**src/rtl/assert_macros.svh**
```systemverilog
// ----------------------------------------------------------------------------
// Assertion macros shared by the RTL files.
// ----------------------------------------------------------------------------
`ifndef ASSERT_MACROS_SVH
`define ASSERT_MACROS_SVH

// Property checked on every clock edge while reset is low.
`define ASSERT_RST(label, clk, rst, prop, msg) \
   label: assert property (@(posedge clk) disable iff (rst) (prop)) else $error(msg);

// Property checked on every clock edge, reset included.
`define ASSERT_ALWAYS(label, clk, prop, msg) \
   label: assert property (@(posedge clk) (prop)) else $error(msg);

`endif

```
**src/rtl/jd2g_pkg.sv**
```systemverilog
// ----------------------------------------------------------------------------
// jd2g_pkg
// Constants, types and the month table for the Julian Date converter.
// ----------------------------------------------------------------------------
`default_nettype none

package jd2g_pkg;

   // Field widths
   localparam int JD_W      = 54;
   localparam int YEAR_W    = 14;
   localparam int MONTH_W   = 4;
   localparam int DAY_W     = 6;
   localparam int HOUR_W    = 5;
   localparam int MINUTE_W  = 6;
   localparam int SECOND_W  = 6;

   // Quotient bits retired per stage of a constant divider
   localparam int DIGIT_BITS = 3;

   // Gregorian correction
   localparam int GREG_START = 2299161;
   localparam int GREG_W     = $clog2(GREG_START);
   localparam int ALPHA_OFS  = 7468865;
   localparam int GREG_CYCLE = 146097;

   // Day number to year and day of year
   localparam int ADJ_DAYS  = 1524;
   localparam int C_SCALE   = 20;
   localparam int C_NUM_OFS = 2442;
   localparam int C_DEN     = 7305;
   localparam int D_MUL     = 1461;

   // Day of year to month, 30.6001 as a ratio
   localparam int E_NUM = 306001;
   localparam int E_DEN = 10000;
   localparam int E_W   = 4;
   localparam int E_MAX = 15;
   localparam int BD_W  = 9;

   // Month and year fix-up
   localparam int E_WRAP         = 14;
   localparam int MONTH_OFS_LOW  = 1;
   localparam int MONTH_OFS_HIGH = 13;
   localparam int LAST_EARLY_MON = 2;
   localparam int YEAR_OFS_LATE  = 4716;
   localparam int YEAR_OFS_EARLY = 4715;

   // Time of day
   localparam int SEC_PER_DAY   = 86400;
   localparam int SEC_PER_MIN   = 60;
   localparam int MIN_PER_HOUR  = 60;
   localparam int TSEC_W        = $clog2(SEC_PER_DAY + 1);
   localparam int MIN_DAY_W     = $clog2(SEC_PER_DAY / SEC_PER_MIN);

   typedef struct packed {
      logic [E_W-1:0]  e;
      logic [BD_W-1:0] ed;
   } month_split_type;

   typedef struct packed {
      logic [TSEC_W-1:0] tsec;
      logic              wrap;
   } tod_type;

   typedef struct packed {
      logic signed [YEAR_W-1:0] year;
      logic [MONTH_W-1:0]       month;
      logic [DAY_W-1:0]         day;
   } date_type;

   // e = floor(bd / 30.6001) and ed = floor(30.6001 * e), by threshold compares
   function automatic month_split_type meeus_month_split(input logic [BD_W-1:0] bd);
      month_split_type res;
      res.e  = '0;
      res.ed = '0;
      for (int k = 1; k <= E_MAX; k++) begin
         if (bd >= BD_W'((E_NUM * k + E_DEN - 1) / E_DEN)) begin
            res.e  = E_W'(k);
            res.ed = BD_W'((E_NUM * k) / E_DEN);
         end
      end
      return res;
   endfunction

endpackage

`default_nettype wire

```
**src/rtl/jd2g_cdiv.sv**
```systemverilog
// ----------------------------------------------------------------------------
// jd2g_cdiv
// Pipelined divider by a constant: DIGIT_BITS quotient bits per stage, chosen
// by parallel compares against the divisor's multiples. A tag rides along.
// ----------------------------------------------------------------------------
`default_nettype none
`include "assert_macros.svh"

module jd2g_cdiv
   import jd2g_pkg::*;
#(
   parameter int N_W     = 29,
   parameter int DIVISOR = 7305,
   parameter int TAG_W   = 8,
   parameter int R_W     = $clog2(DIVISOR)
) (
   input  logic             clock,
   input  logic             reset,
   input  logic             in_valid,
   input  logic [N_W-1:0]   in_num,
   input  logic [TAG_W-1:0] in_tag,
   output logic             out_valid,
   output logic [N_W-1:0]   out_quo,
   output logic [R_W-1:0]   out_rem,
   output logic [TAG_W-1:0] out_tag
);

   localparam int NSTG   = (N_W + DIGIT_BITS - 1) / DIGIT_BITS;
   localparam int PAD_W  = NSTG * DIGIT_BITS;
   localparam int X_W    = R_W + DIGIT_BITS;
   localparam int DIGITS = 2 ** DIGIT_BITS;

   logic             vld_ff   [NSTG];
   logic [R_W-1:0]   rem_ff   [NSTG];
   logic [PAD_W-1:0] work_ff  [NSTG];
   logic [TAG_W-1:0] tag_ff   [NSTG];

   logic             vld_in   [NSTG];
   logic [TAG_W-1:0] tag_in   [NSTG];
   logic [R_W-1:0]   rem_in   [NSTG];
   logic [PAD_W-1:0] work_in  [NSTG];
   logic [R_W-1:0]   src_rem  [NSTG];
   logic [PAD_W-1:0] src_work [NSTG];

   for (genvar i = 0; i < NSTG; i++) begin : g_stage
      // stage source: the request for the first stage, the previous stage otherwise
      if (i == 0) begin : g_first
         assign vld_in[i]   = in_valid;
         assign tag_in[i]   = in_tag;
         assign src_rem[i]  = '0;
         assign src_work[i] = PAD_W'(in_num);
      end else begin : g_next
         assign vld_in[i]   = vld_ff[i-1];
         assign tag_in[i]   = tag_ff[i-1];
         assign src_rem[i]  = rem_ff[i-1];
         assign src_work[i] = work_ff[i-1];
      end

      // one quotient digit: largest multiple not above the partial remainder
      always_comb begin
         logic [X_W-1:0]        x;
         logic [X_W-1:0]        sub;
         logic [DIGIT_BITS-1:0] dig;
         x   = {src_rem[i], src_work[i][PAD_W-1 -: DIGIT_BITS]};
         sub = '0;
         dig = '0;
         for (int k = 1; k < DIGITS; k++) begin
            if (x >= X_W'(DIVISOR) * X_W'(k)) begin
               dig = DIGIT_BITS'(k);
               sub = X_W'(DIVISOR) * X_W'(k);
            end
         end
         rem_in[i]  = R_W'(x - sub);
         work_in[i] = {src_work[i][PAD_W-DIGIT_BITS-1:0], dig};
      end

      always_ff @(posedge clock) begin
         if (reset) begin
            vld_ff[i] <= 1'b0;
         end else begin
            vld_ff[i] <= vld_in[i];
         end
         rem_ff[i]  <= rem_in[i];
         work_ff[i] <= work_in[i];
         tag_ff[i]  <= tag_in[i];
      end
   end

   assign out_valid = vld_ff[NSTG-1];
   assign out_quo   = work_ff[NSTG-1][N_W-1:0];
   assign out_rem   = rem_ff[NSTG-1];
   assign out_tag   = tag_ff[NSTG-1];

   `ASSERT_RST(a_rem_bound, clock, reset, out_valid |-> (int'(out_rem) < DIVISOR), "remainder not below divisor")
   `ASSERT_RST(a_latency, clock, reset, out_valid |-> $past(in_valid, NSTG), "result without matching request")

endmodule

`default_nettype wire

```
**src/rtl/julian_date_to_gregorian.sv**
```systemverilog
// ----------------------------------------------------------------------------
// julian_date_to_gregorian
// Julian Date in fixed point to calendar date and rounded time of day.
// ----------------------------------------------------------------------------
// Usage:
//   A request is taken on a rising edge with start high and busy low. busy is
//   low except while reset is held, so a request may be issued every cycle.
//   Each request yields one result, shown for one cycle with rsp_valid high;
//   results leave in request order. The receiver cannot stall the block.
// Pipeline:
//   The date path holds two dividers by 146097 and 7305, each retiring 3
//   quotient bits per stage over DW = max(55 - FRACTION_BITS, 22) + 6 bits.
// Throughput:
//   One request per cycle; every stage is a register and nothing iterates.
// Reset:
//   Synchronous, active high. All valid bits clear, so requests in flight are
//   dropped and no result appears in the cycle after reset.
// ----------------------------------------------------------------------------
`default_nettype none
`include "assert_macros.svh"

module julian_date_to_gregorian
   import jd2g_pkg::*;
#(
   parameter int FRACTION_BITS = 32
) (
   input  logic                       clock,
   input  logic                       reset,
   input  logic                       start,
   output logic                       busy,
   input  logic [JD_W-1:0]            req_julian_date_fixed,
   output logic                       rsp_valid,
   output logic signed [YEAR_W-1:0]   rsp_year,
   output logic [MONTH_W-1:0]         rsp_month,
   output logic [DAY_W-1:0]           rsp_day,
   output logic [HOUR_W-1:0]          rsp_hour,
   output logic [MINUTE_W-1:0]        rsp_minute,
   output logic [SECOND_W-1:0]        rsp_second
);

   localparam int FB     = FRACTION_BITS;
   localparam int SUM_W  = JD_W + 1;
   localparam int JN_W   = SUM_W - FB;
   localparam int W0     = (JN_W > GREG_W) ? JN_W : GREG_W;
   localparam int DW     = W0 + 6;
   localparam int PROD_W = FB + TSEC_W;

   typedef struct packed {
      logic [DW-1:0] jn;
      logic          greg;
      tod_type       tod;
   } alpha_tag_type;

   typedef struct packed {
      logic [DW-1:0] b;
      tod_type       tod;
   } cent_tag_type;

   typedef struct packed {
      date_type              date;
      logic [SECOND_W-1:0]   second;
   } hour_tag_type;

   // input register
   logic            v0_ff, v0_in;
   logic [JD_W-1:0] jdf0_ff;

   assign busy  = reset;
   assign v0_in = start & ~busy;

   always_ff @(posedge clock) begin
      if (reset) begin
         v0_ff <= 1'b0;
      end else begin
         v0_ff <= v0_in;
      end
      jdf0_ff <= req_julian_date_fixed;
   end

   // P1: add half a day, split into day number and fraction
   logic [SUM_W-1:0] sum1;
   logic             v1_ff;
   logic [DW-1:0]    jn1_ff, jn1_in;
   logic [FB-1:0]    frac1_ff, frac1_in;

   always_comb begin
      sum1     = {1'b0, jdf0_ff} + (SUM_W'(1) << (FB - 1));
      jn1_in   = DW'(sum1[SUM_W-1:FB]);
      frac1_in = sum1[FB-1:0];
   end

   always_ff @(posedge clock) begin
      if (reset) begin
         v1_ff <= 1'b0;
      end else begin
         v1_ff <= v0_ff;
      end
      jn1_ff   <= jn1_in;
      frac1_ff <= frac1_in;
   end

   // P2: reform test, century dividend, scaled fraction of day
   logic              v2_ff;
   logic [DW-1:0]     jn2_ff;
   logic              greg2_ff, greg2_in;
   logic [DW-1:0]     num1_ff, num1_in;
   logic [PROD_W-1:0] prod2_ff, prod2_in;

   always_comb begin
      greg2_in = jn1_ff >= DW'(GREG_START);
      num1_in  = greg2_in ? (jn1_ff << 2) - DW'(ALPHA_OFS) : '0;
      prod2_in = PROD_W'(frac1_ff) * PROD_W'(SEC_PER_DAY) + (PROD_W'(1) << (FB - 1));
   end

   always_ff @(posedge clock) begin
      if (reset) begin
         v2_ff <= 1'b0;
      end else begin
         v2_ff <= v1_ff;
      end
      jn2_ff   <= jn1_ff;
      greg2_ff <= greg2_in;
      num1_ff  <= num1_in;
      prod2_ff <= prod2_in;
   end

   // rounded seconds of day; a full day wraps to midnight
   logic [TSEC_W-1:0] tsec_raw;
   alpha_tag_type     atag_in, atag_out;
   logic              v_alpha;
   logic [DW-1:0]     alpha_q;
   logic [$clog2(GREG_CYCLE)-1:0] alpha_r;

   always_comb begin
      tsec_raw          = prod2_ff[PROD_W-1:FB];
      atag_in.jn        = jn2_ff;
      atag_in.greg      = greg2_ff;
      atag_in.tod.wrap  = tsec_raw >= TSEC_W'(SEC_PER_DAY);
      atag_in.tod.tsec  = atag_in.tod.wrap ? '0 : tsec_raw;
   end

   jd2g_cdiv #(
      .N_W     (DW),
      .DIVISOR (GREG_CYCLE),
      .TAG_W   ($bits(alpha_tag_type))
   ) u_div_alpha (
      .clock     (clock),
      .reset     (reset),
      .in_valid  (v2_ff),
      .in_num    (num1_ff),
      .in_tag    (atag_in),
      .out_valid (v_alpha),
      .out_quo   (alpha_q),
      .out_rem   (alpha_r),
      .out_tag   (atag_out)
   );

   // P3: Gregorian correction and day offset
   logic          v3_ff;
   logic [DW-1:0] b3_ff, b3_in;
   tod_type       tod3_ff;

   always_comb begin
      if (atag_out.greg) begin
         b3_in = atag_out.jn + alpha_q - (alpha_q >> 2) + DW'(ADJ_DAYS + 1);
      end else begin
         b3_in = atag_out.jn + DW'(ADJ_DAYS);
      end
   end

   always_ff @(posedge clock) begin
      if (reset) begin
         v3_ff <= 1'b0;
      end else begin
         v3_ff <= v_alpha;
      end
      b3_ff   <= b3_in;
      tod3_ff <= atag_out.tod;
   end

   // P4: year dividend
   logic          v4_ff;
   logic [DW-1:0] num2_ff, num2_in;
   cent_tag_type  ctag4_ff;

   assign num2_in = b3_ff * DW'(C_SCALE) - DW'(C_NUM_OFS);

   always_ff @(posedge clock) begin
      if (reset) begin
         v4_ff <= 1'b0;
      end else begin
         v4_ff <= v3_ff;
      end
      num2_ff      <= num2_in;
      ctag4_ff.b   <= b3_ff;
      ctag4_ff.tod <= tod3_ff;
   end

   cent_tag_type              ctag_out;
   logic                      v_year;
   logic [DW-1:0]             c_q;
   logic [$clog2(C_DEN)-1:0]  c_r;

   jd2g_cdiv #(
      .N_W     (DW),
      .DIVISOR (C_DEN),
      .TAG_W   ($bits(cent_tag_type))
   ) u_div_year (
      .clock     (clock),
      .reset     (reset),
      .in_valid  (v4_ff),
      .in_num    (num2_ff),
      .in_tag    (ctag4_ff),
      .out_valid (v_year),
      .out_quo   (c_q),
      .out_rem   (c_r),
      .out_tag   (ctag_out)
   );

   // P5: day of year (always 123..488, so it fits in BD_W bits)
   logic              v5_ff;
   logic [DW-1:0]     d5;
   logic [BD_W-1:0]   bd5_ff, bd5_in;
   logic [YEAR_W-1:0] c5_ff;
   tod_type           tod5_ff;

   always_comb begin
      d5     = (c_q * DW'(D_MUL)) >> 2;
      bd5_in = BD_W'(ctag_out.b - d5);
   end

   always_ff @(posedge clock) begin
      if (reset) begin
         v5_ff <= 1'b0;
      end else begin
         v5_ff <= v_year;
      end
      bd5_ff  <= bd5_in;
      c5_ff   <= c_q[YEAR_W-1:0];
      tod5_ff <= ctag_out.tod;
   end

   // P6: month, day and year; midnight carry bumps the day with no month check
   logic              v6_ff;
   month_split_type   split6;
   logic [BD_W-1:0]   dom6;
   date_type          date6_ff, date6_in;
   logic [TSEC_W-1:0] tsec6_ff;

   always_comb begin
      split6         = meeus_month_split(bd5_ff);
      dom6           = bd5_ff - split6.ed;
      date6_in.day   = DAY_W'(dom6) + DAY_W'(tod5_ff.wrap);
      date6_in.month = (split6.e < E_W'(E_WRAP)) ? MONTH_W'(split6.e - E_W'(MONTH_OFS_LOW))
                                                 : MONTH_W'(split6.e - E_W'(MONTH_OFS_HIGH));
      if (date6_in.month > MONTH_W'(LAST_EARLY_MON)) begin
         date6_in.year = signed'(c5_ff - YEAR_W'(YEAR_OFS_LATE));
      end else begin
         date6_in.year = signed'(c5_ff - YEAR_W'(YEAR_OFS_EARLY));
      end
   end

   always_ff @(posedge clock) begin
      if (reset) begin
         v6_ff <= 1'b0;
      end else begin
         v6_ff <= v5_ff;
      end
      date6_ff <= date6_in;
      tsec6_ff <= tod5_ff.tsec;
   end

   // seconds of day to minutes of day and second
   date_type            mtag_out;
   logic                v_min;
   logic [TSEC_W-1:0]   min_q;
   logic [SECOND_W-1:0] sec_r;
   hour_tag_type        htag_in, htag_out;

   jd2g_cdiv #(
      .N_W     (TSEC_W),
      .DIVISOR (SEC_PER_MIN),
      .TAG_W   ($bits(date_type))
   ) u_div_min (
      .clock     (clock),
      .reset     (reset),
      .in_valid  (v6_ff),
      .in_num    (tsec6_ff),
      .in_tag    (date6_ff),
      .out_valid (v_min),
      .out_quo   (min_q),
      .out_rem   (sec_r),
      .out_tag   (mtag_out)
   );

   // minutes of day to hour and minute
   logic                 v_hour;
   logic [MIN_DAY_W-1:0] hour_q;
   logic [MINUTE_W-1:0]  min_r;

   always_comb begin
      htag_in.date   = mtag_out;
      htag_in.second = sec_r;
   end

   jd2g_cdiv #(
      .N_W     (MIN_DAY_W),
      .DIVISOR (MIN_PER_HOUR),
      .TAG_W   ($bits(hour_tag_type))
   ) u_div_hour (
      .clock     (clock),
      .reset     (reset),
      .in_valid  (v_min),
      .in_num    (min_q[MIN_DAY_W-1:0]),
      .in_tag    (htag_in),
      .out_valid (v_hour),
      .out_quo   (hour_q),
      .out_rem   (min_r),
      .out_tag   (htag_out)
   );

   // result ports straight from the last divider's registers
   assign rsp_valid  = v_hour;
   assign rsp_year   = htag_out.date.year;
   assign rsp_month  = htag_out.date.month;
   assign rsp_day    = htag_out.date.day;
   assign rsp_hour   = hour_q[HOUR_W-1:0];
   assign rsp_minute = min_r;
   assign rsp_second = htag_out.second;

   `ASSERT_RST(a_month_range, clock, reset, rsp_valid |-> (rsp_month >= MONTH_W'(1) && rsp_month <= MONTH_W'(12)), "month out of range")
   `ASSERT_RST(a_day_range, clock, reset, rsp_valid |-> (rsp_day >= DAY_W'(1) && rsp_day <= DAY_W'(32)), "day out of range")
   `ASSERT_RST(a_time_range, clock, reset, rsp_valid |-> (rsp_hour < HOUR_W'(24) && rsp_minute < MINUTE_W'(60) && rsp_second < SECOND_W'(60)), "time of day out of range")
   `ASSERT_ALWAYS(a_reset_flush, clock, reset |=> !rsp_valid, "result right after reset")

endmodule

`default_nettype wire

```
**config.mk**
```make
export PLATFORM = sky130hd
export DESIGN_NAME = julian_date_to_gregorian
export DESIGN_NICKNAME = d
export VERILOG_FILES = /design/src/rtl/jd2g_pkg.sv /design/src/rtl/jd2g_cdiv.sv /design/src/rtl/julian_date_to_gregorian.sv
export VERILOG_INCLUDE_DIRS = /design/src /design/src/rtl
export SDC_FILE = /design/constraint.sdc
export NUM_CORES = 2
export LEC_CHECK = 0
export ABC_CLOCK_PERIOD_IN_PS = 6570
export BUFFER_PORTS_ARGS = -buffer_cell sky130_fd_sc_hd__buf_2
export CAP_MARGIN = 20
export CORE_MARGIN = 1
export CORE_UTILIZATION = 47
export CTS_CLUSTER_SIZE = 20
export DETAILED_ROUTE_END_ITERATION = 8
export PLACE_DENSITY = 0.62
export SYNTH_ARGS = -nofsm -noshare
export SYNTH_HDL_FRONTEND = slang
export SYNTH_SLANG_ARGS = --single-unit
```
**constraint.sdc**
```tcl
create_clock -name clock -period 6.57 [get_ports clock]
set_input_delay 0.3285 -clock clock [delete_from_list [all_inputs] [get_ports clock]]
set_output_delay 0.3285 -clock clock [all_outputs]
set_load 0.005 [all_outputs]
```
# Word level (Yosys, flattened, before mapping)
# Memories as Yosys holds them, arrays and structs flattened. A register that Yosys moved wholly into a read port is not among the register bits.
# Cells that the tools add are included.
# word_totals
n_memories,16
in_bits,57
wordCells,824
output_inout_bits,43
ff_bits,421
ramBits,2370
# mem_list
name,words,word_bits,rd,rd_ports_with_merged_regs,wr,line,source
u_div_alpha.tag_ff,10,48,10,0,10,jd2g_cdiv.sv:36,logic [TAG_W-1:0] tag_ff [NSTG];
u_div_year.tag_ff,10,47,10,0,10,jd2g_cdiv.sv:36,
u_div_alpha.work_ff,10,30,10,0,10,jd2g_cdiv.sv:35,logic [PAD_W-1:0] work_ff [NSTG];
u_div_year.work_ff,10,30,10,0,10,jd2g_cdiv.sv:35,
u_div_alpha.rem_ff,10,18,9,0,10,jd2g_cdiv.sv:34,logic [R_W-1:0] rem_ff [NSTG];
u_div_min.tag_ff,6,24,6,0,6,jd2g_cdiv.sv:36,
10 more memories,-,-,-,-,-,-,
# classes
addsub,45
order_cmp,229
bitwise,32
n_mul,3
n_mux,472
# op_table
op,n
$mux W18,70
$mux W13,84
$ge A21 B20 Y1 const B,36
$ge A16 B16 Y1 const B,27
$mux W6,70
$mux W3,130
$ge A21 B19 Y1 const B,18
$ge A16 B15 Y1 const B,18
$ge A9 B9 Y1 const B,31
$ge A21 B18 Y1 const B,9
$ge A9 B8 Y1 const B,20
$sub A18 B18 Y18,9
$ge A16 B13 Y1 const B,9
$ge A16 B14 Y1 const B,9
$sub A13 B13 Y13,9
$mux W2,50
$ge A9 B7 Y1 const B,10
$ge A9 B6 Y1 const B,9
$ge A2 B20 Y1 const B,4
$mux W1,63
$add A29 B11 Y29 const B,2
$add A54 B32 Y55 const B,1
$ge A2 B9 Y1 const B,6
$sub A6 B6 Y6,9
other kinds (38),78

# Longest topological paths before layout
# depth
word_depth,20
mapped_depth,25
ltp_nobuf,24

# By module
# A second synthesis with hierarchy kept.
# hier_totals
hier_cells,6373
area_unflattened_um2,76124.3
# by_module_without_submodules
mod,seq_area_each_um2,instances,cells_each,area_per_inst_um2
jd2g_cdiv at u_div_alpha,16095.4,1,1799,22674.2
julian_date_to_gregorian,7707.4,1,2258,22047.4
jd2g_cdiv at u_div_year,15534.9,1,1540,20507.2
jd2g_cdiv at u_div_min,5144.9,1,485,6667.6
jd2g_cdiv at u_div_hour,3423.3,1,291,4227.8

# Least setup slack after synthesis
# OpenSTA, ideal clock, no wires.
# synth_path
path_kind,reg2reg
startpoint,reg frac1_ff[9]
endpoint,reg prod2_ff[48]
required_time_ns,6.445
arrival_ns,5.250
synth_period_minus_slack_ns,5.376
setup_slack_ns,1.194
stages_incl_launch_ff,20
n_path_buf,0
setup_ns,0.125
path_cell_list,dfxtp_1 ha_1 fa_1 fa_1 ha_1 inv_1 fa_1 inv_1 ha_1 a21o_1 a31o_1 a211o_1 o2111a_1 o21ai_1 a31oi_1 a211oi_1 inv_1 or3_1 o311ai_0 nor2_1
# synth_via
elab_chain_len,2
# synth_lines
item,line,source
from (decl),julian_date_to_gregorian.sv:84,"logic [FB-1:0] frac1_ff, frac1_in;"
from (signal assigned),julian_date_to_gregorian.sv:99,frac1_ff <= frac1_in;
$mul A32 B10 Y42,julian_date_to_gregorian.sv:112,prod2_in = PROD_W'(frac1_ff) * PROD_W'(SEC_PER_DAY) + (PROD_W'(1) << (FB - 1));
$add A49 B32 Y49,julian_date_to_gregorian.sv:112,
via prod2_in[48],julian_date_to_gregorian.sv:107,"logic [PROD_W-1:0] prod2_ff, prod2_in;"
to (signal assigned),julian_date_to_gregorian.sv:124,prod2_ff <= prod2_in;
to (decl),julian_date_to_gregorian.sv:107,
# The timed path passes the listed nets, and every way through them passes these cells.
# A chain may end at the register's enable or synchronous reset.

# Final worst setup path
# layout_path
startpoint,reg frac1_ff[20]
endpoint,reg prod2_ff[48]
# Same word-level chain as after synthesis.

==> flow_summary.yaml <==
run_status:
  status: "complete, no violations"
final_layout:
  instances_no_fill: 7761
  nets: 6407
  area_growth_pct: 14.8
  multiInputGateArea_um2: 22700
  seq_area_um2: 40400
  fin_util: 0.544
  antenna_cells: 0
  drive_above_1_share: 0.0816
  fillers: 11600
sta:
  setup_violations: 0
  final.period_utilization: 0.914
  setup_tns_ps: 0
  rsz0062_at_grt: "no"
  final-hold-violation-count: 0
  fmax_mhz: 167
  drv_slew: 0
  period_needed_ps: 6000
  finClkSkew_ps: 27.2
  fin_ws_ps: 566
  worst_pin_slew_ps: 985
  relSlewSlack: 0.339
global_routing:
  globalRouteOverflowTotal: 0
  antenna_found_initial: 1
  grt_pass1_vias: 36200
  grt_pass1_wl_um: 168000
  track_usage: 0.142
  grt_max_degree: 39
clock_network:
  clk_path_buf_depth: 3
  root_buffer: "clkbuf_16"
  cts_tree: "done"
  numCtsBuffers: 190
  insertion_delay_ps: 800
  cts_sinks: 2018
  htreeDepth: 4
  clkTransAtPathRegs_ps: 60
placement:
  pre_cts_slack_ps: 492
  place_hpwl_um: 69300
  dp_cells: 7348
  place.port_buffers: 99
  gp_congestion: 0.848
floorplanning:
  start_util: 0.474
  num_io_pins: 100
  fp.dieH_um: 374
  core_area_um2: 137000
  die_area_um2: 140000
  die_w_um: 374
  rows: 136
min_path:
  min_path_cells: 2
  min-delay-start: "req_julian_date_fixed[1]"
  hold_path.class: "input pin to flop"
  min_to: "jdf0_ff[1]$_DFF_P_"
drt:
  drtPass1Iterations: 7
  viasPerCell: 4.82
  num_vias: 37400
  drc: 0
  drt_wl_total_um: 99000
  antenna_left: 0
  wl_per_cell_um: 12.8
  drt_iter0_drc: 1850
synth:
  syn_inst: 5566
  ys_seq_area_frac: 0.620
  ys_ff_latch: 2018
  synth_enable_flop_cells: 0
  ys.flop_type: "dfxtp_1"
  synthArstFlopShare: 0
  avgSynthCellArea_um2: 11.7
  synth_cell_types: 95
  yosys_warnings: 0
  synthesis.area_um2: 65200
worst_setup_path:
  cp.required_ps: 7290
  cp_max_fo: 9
  rr_startpoint: "frac1_ff[20]$_DFF_P_"
  regToRegEndpoint: "prod2_ff[48]$_DFF_P_"
  start_kind: "flop"
  crit_path_end_kind: "flop"
  arrival_ps: 6730
  r2r_setup_slack_ps: 570
  critical_path_class: "flop to flop"
  worst-r2r-cell-count: 19
job:
  cap_violations: 0
-- worst max-delay path by stage --
stage                         startpoint                    to  slack (ps)  depth (start not counted)
finish              frac1_ff[20]$_DFF_P_  prod2_ff[48]$_DFF_P_         570                         19
global route        frac1_ff[13]$_DFF_P_  prod2_ff[48]$_DFF_P_          30                         19
CTS                 frac1_ff[10]$_DFF_P_  prod2_ff[48]$_DFF_P_         460                         19
detailed placement  frac1_ff[10]$_DFF_P_  prod2_ff[48]$_DFF_P_         490                         19
global placement    frac1_ff[10]$_DFF_P_  prod2_ff[48]$_DFF_P_         560                         19
floorplan            frac1_ff[9]$_DFF_P_  prod2_ff[48]$_DFF_P_        1190                         19
-- metrics by stage --
stage               cell area [µm²]  hold WS (ps)
CTS                           74800          81.6
floorplan                     65200           310
global placement              67500           310
detailed placement            67500           312
global route                  74800           102
finish                        74800           158
-- synthesized netlist by cell type, types with 15 or more instances --
master | number | share of area
xor2_1 | 98 | 0.013
a21boi_0 | 34 | 0.0039
clkbuf_1 | 112 | 0.0064
and2_1 | 32 | 0.0031
xnor2_1 | 193 | 0.026
a31o_2 | 20 | 0.0027
nor3_1 | 102 | 0.0078
a211oi_1 | 23 | 0.0026
o31ai_1 | 27 | 0.0031
o211ai_1 | 31 | 0.0036
nor4_1 | 35 | 0.0034
o41ai_1 | 20 | 0.0027
o31a_1 | 24 | 0.0032
a31oi_1 | 38 | 0.0036
or3_1 | 15 | 0.0014
o21bai_1 | 20 | 0.0023
nand4_1 | 44 | 0.0042
nand2_1 | 239 | 0.014
ha_1 | 427 | 0.082
nor2_1 | 260 | 0.015
o21ai_0 | 256 | 0.020
fa_1 | 119 | 0.037
a211o_1 | 20 | 0.0027
a21o_1 | 87 | 0.010
nor3b_1 | 16 | 0.0018
nand2b_1 | 57 | 0.0055
o21a_1 | 45 | 0.0052
inv_1 | 443 | 0.026
nor2b_1 | 94 | 0.0090
nand3_1 | 109 | 0.0084
dfxtp_1 | 2018 | 0.62
a21oi_1 | 272 | 0.021
and3_1 | 20 | 0.0019
-- final cells by class --
cell class,count,share of cell area
sequential,2018,0.540
multi-input combinational,2990,0.303
clock buffer,255,0.0714
tap,1794,0.0300
inverter,444,0.0223
clock inverter,100,0.0186
timing repair buffer,160,0.0147
-- registers in the layout, indices dropped and copies added, names as in the netlist, 20 cells and up --
name and count:
u_div_alpha.tag_ff 420, u_div_year.tag_ff 270, u_div_alpha.work_ff 170, u_div_year.work_ff 157, u_div_min.tag_ff 144, u_div_hour.tag_ff 120, u_div_alpha.rem_ff 105, u_div_year.rem_ff 91
u_div_min.work_ff 71, jdf0_ff 54, frac1_ff 32, u_div_min.rem_ff 32, b3_ff 27, ctag4_ff 27, num2_ff 27, num1_ff 25
u_div_hour.work_ff 25, date6_ff 24, jn1_ff 23, jn2_ff 23, u_div_hour.rem_ff 20
-- logic make-up (layout without fill, tap and decap cells) --
family                     Yosys count  count (layout)  synth area share
DFF                               2018            2018             0.620
and+or+nand+nor                   1099            1099            0.0850
AOI/OAI and AO/OA                 1041            1041             0.104
buffers and inverters              564             959            0.0328
adders and majority gates          546             546             0.119
xor gates and xnor gates           291             291            0.0391
muxes                                6               6          0.000979
other                                1               7         0.0000575
-- worst max-delay path: stages, from the launching register on --
cell	delay (ps)
dfxtp_1	510
ha_1	310
fa_1	540
fa_1	420
ha_1	290
inv_1	50
fa_1	490
inv_1	40
ha_1	420
inv_1	120
nor4_1	560
nand2_1	120
o2bb2ai_1	320
o21ai_1	240
a211o_1	320
a31oi_1	250
nand4b_1	260
a311oi_1	390
o311ai_1	160
nor2_1	120
-- metal layers --
layer | track usage | wire [µm] | share of wire
met1 | 0.170 | 44500 | 0.45
met2 | 0.249 | 48500 | 0.49
met3 | 0.0301 | 3950 | 0.040
met4 | 0.0489 | 2060 | 0.021
met5 | 0 | 0 | 0
-- layout by cell type, fill, tap and decap left out, types with 44 or more instances in the layout --
cell           count
fa_1             119
dlygate4sd3_1     57
nor3_1           102
ha_1             427
nand2b_1          57
a21oi_1          272
o21ai_0          256
a21o_1            87
nand4_1           44
inv_1            443
nor2_1           260
dfxtp_1         2013
nand3_1          109
xnor2_1          193
nand2_1          239
xor2_1            98
nor2b_1           94
o21a_1            45
clkbuf_16        191
buf_2             99
-- repair_timing --
item                                    in CTS  in global routing
endpoints found under the setup margin       0                  4
endpoints found under the hold margin       84                  0
resized for setup                            0                  6
hold buffers                                57                  0
buffers inserted                             0                  1
Power is not shown: default switching activity piles up to over one toggle a cycle in this logic, so the estimate is an artifact.
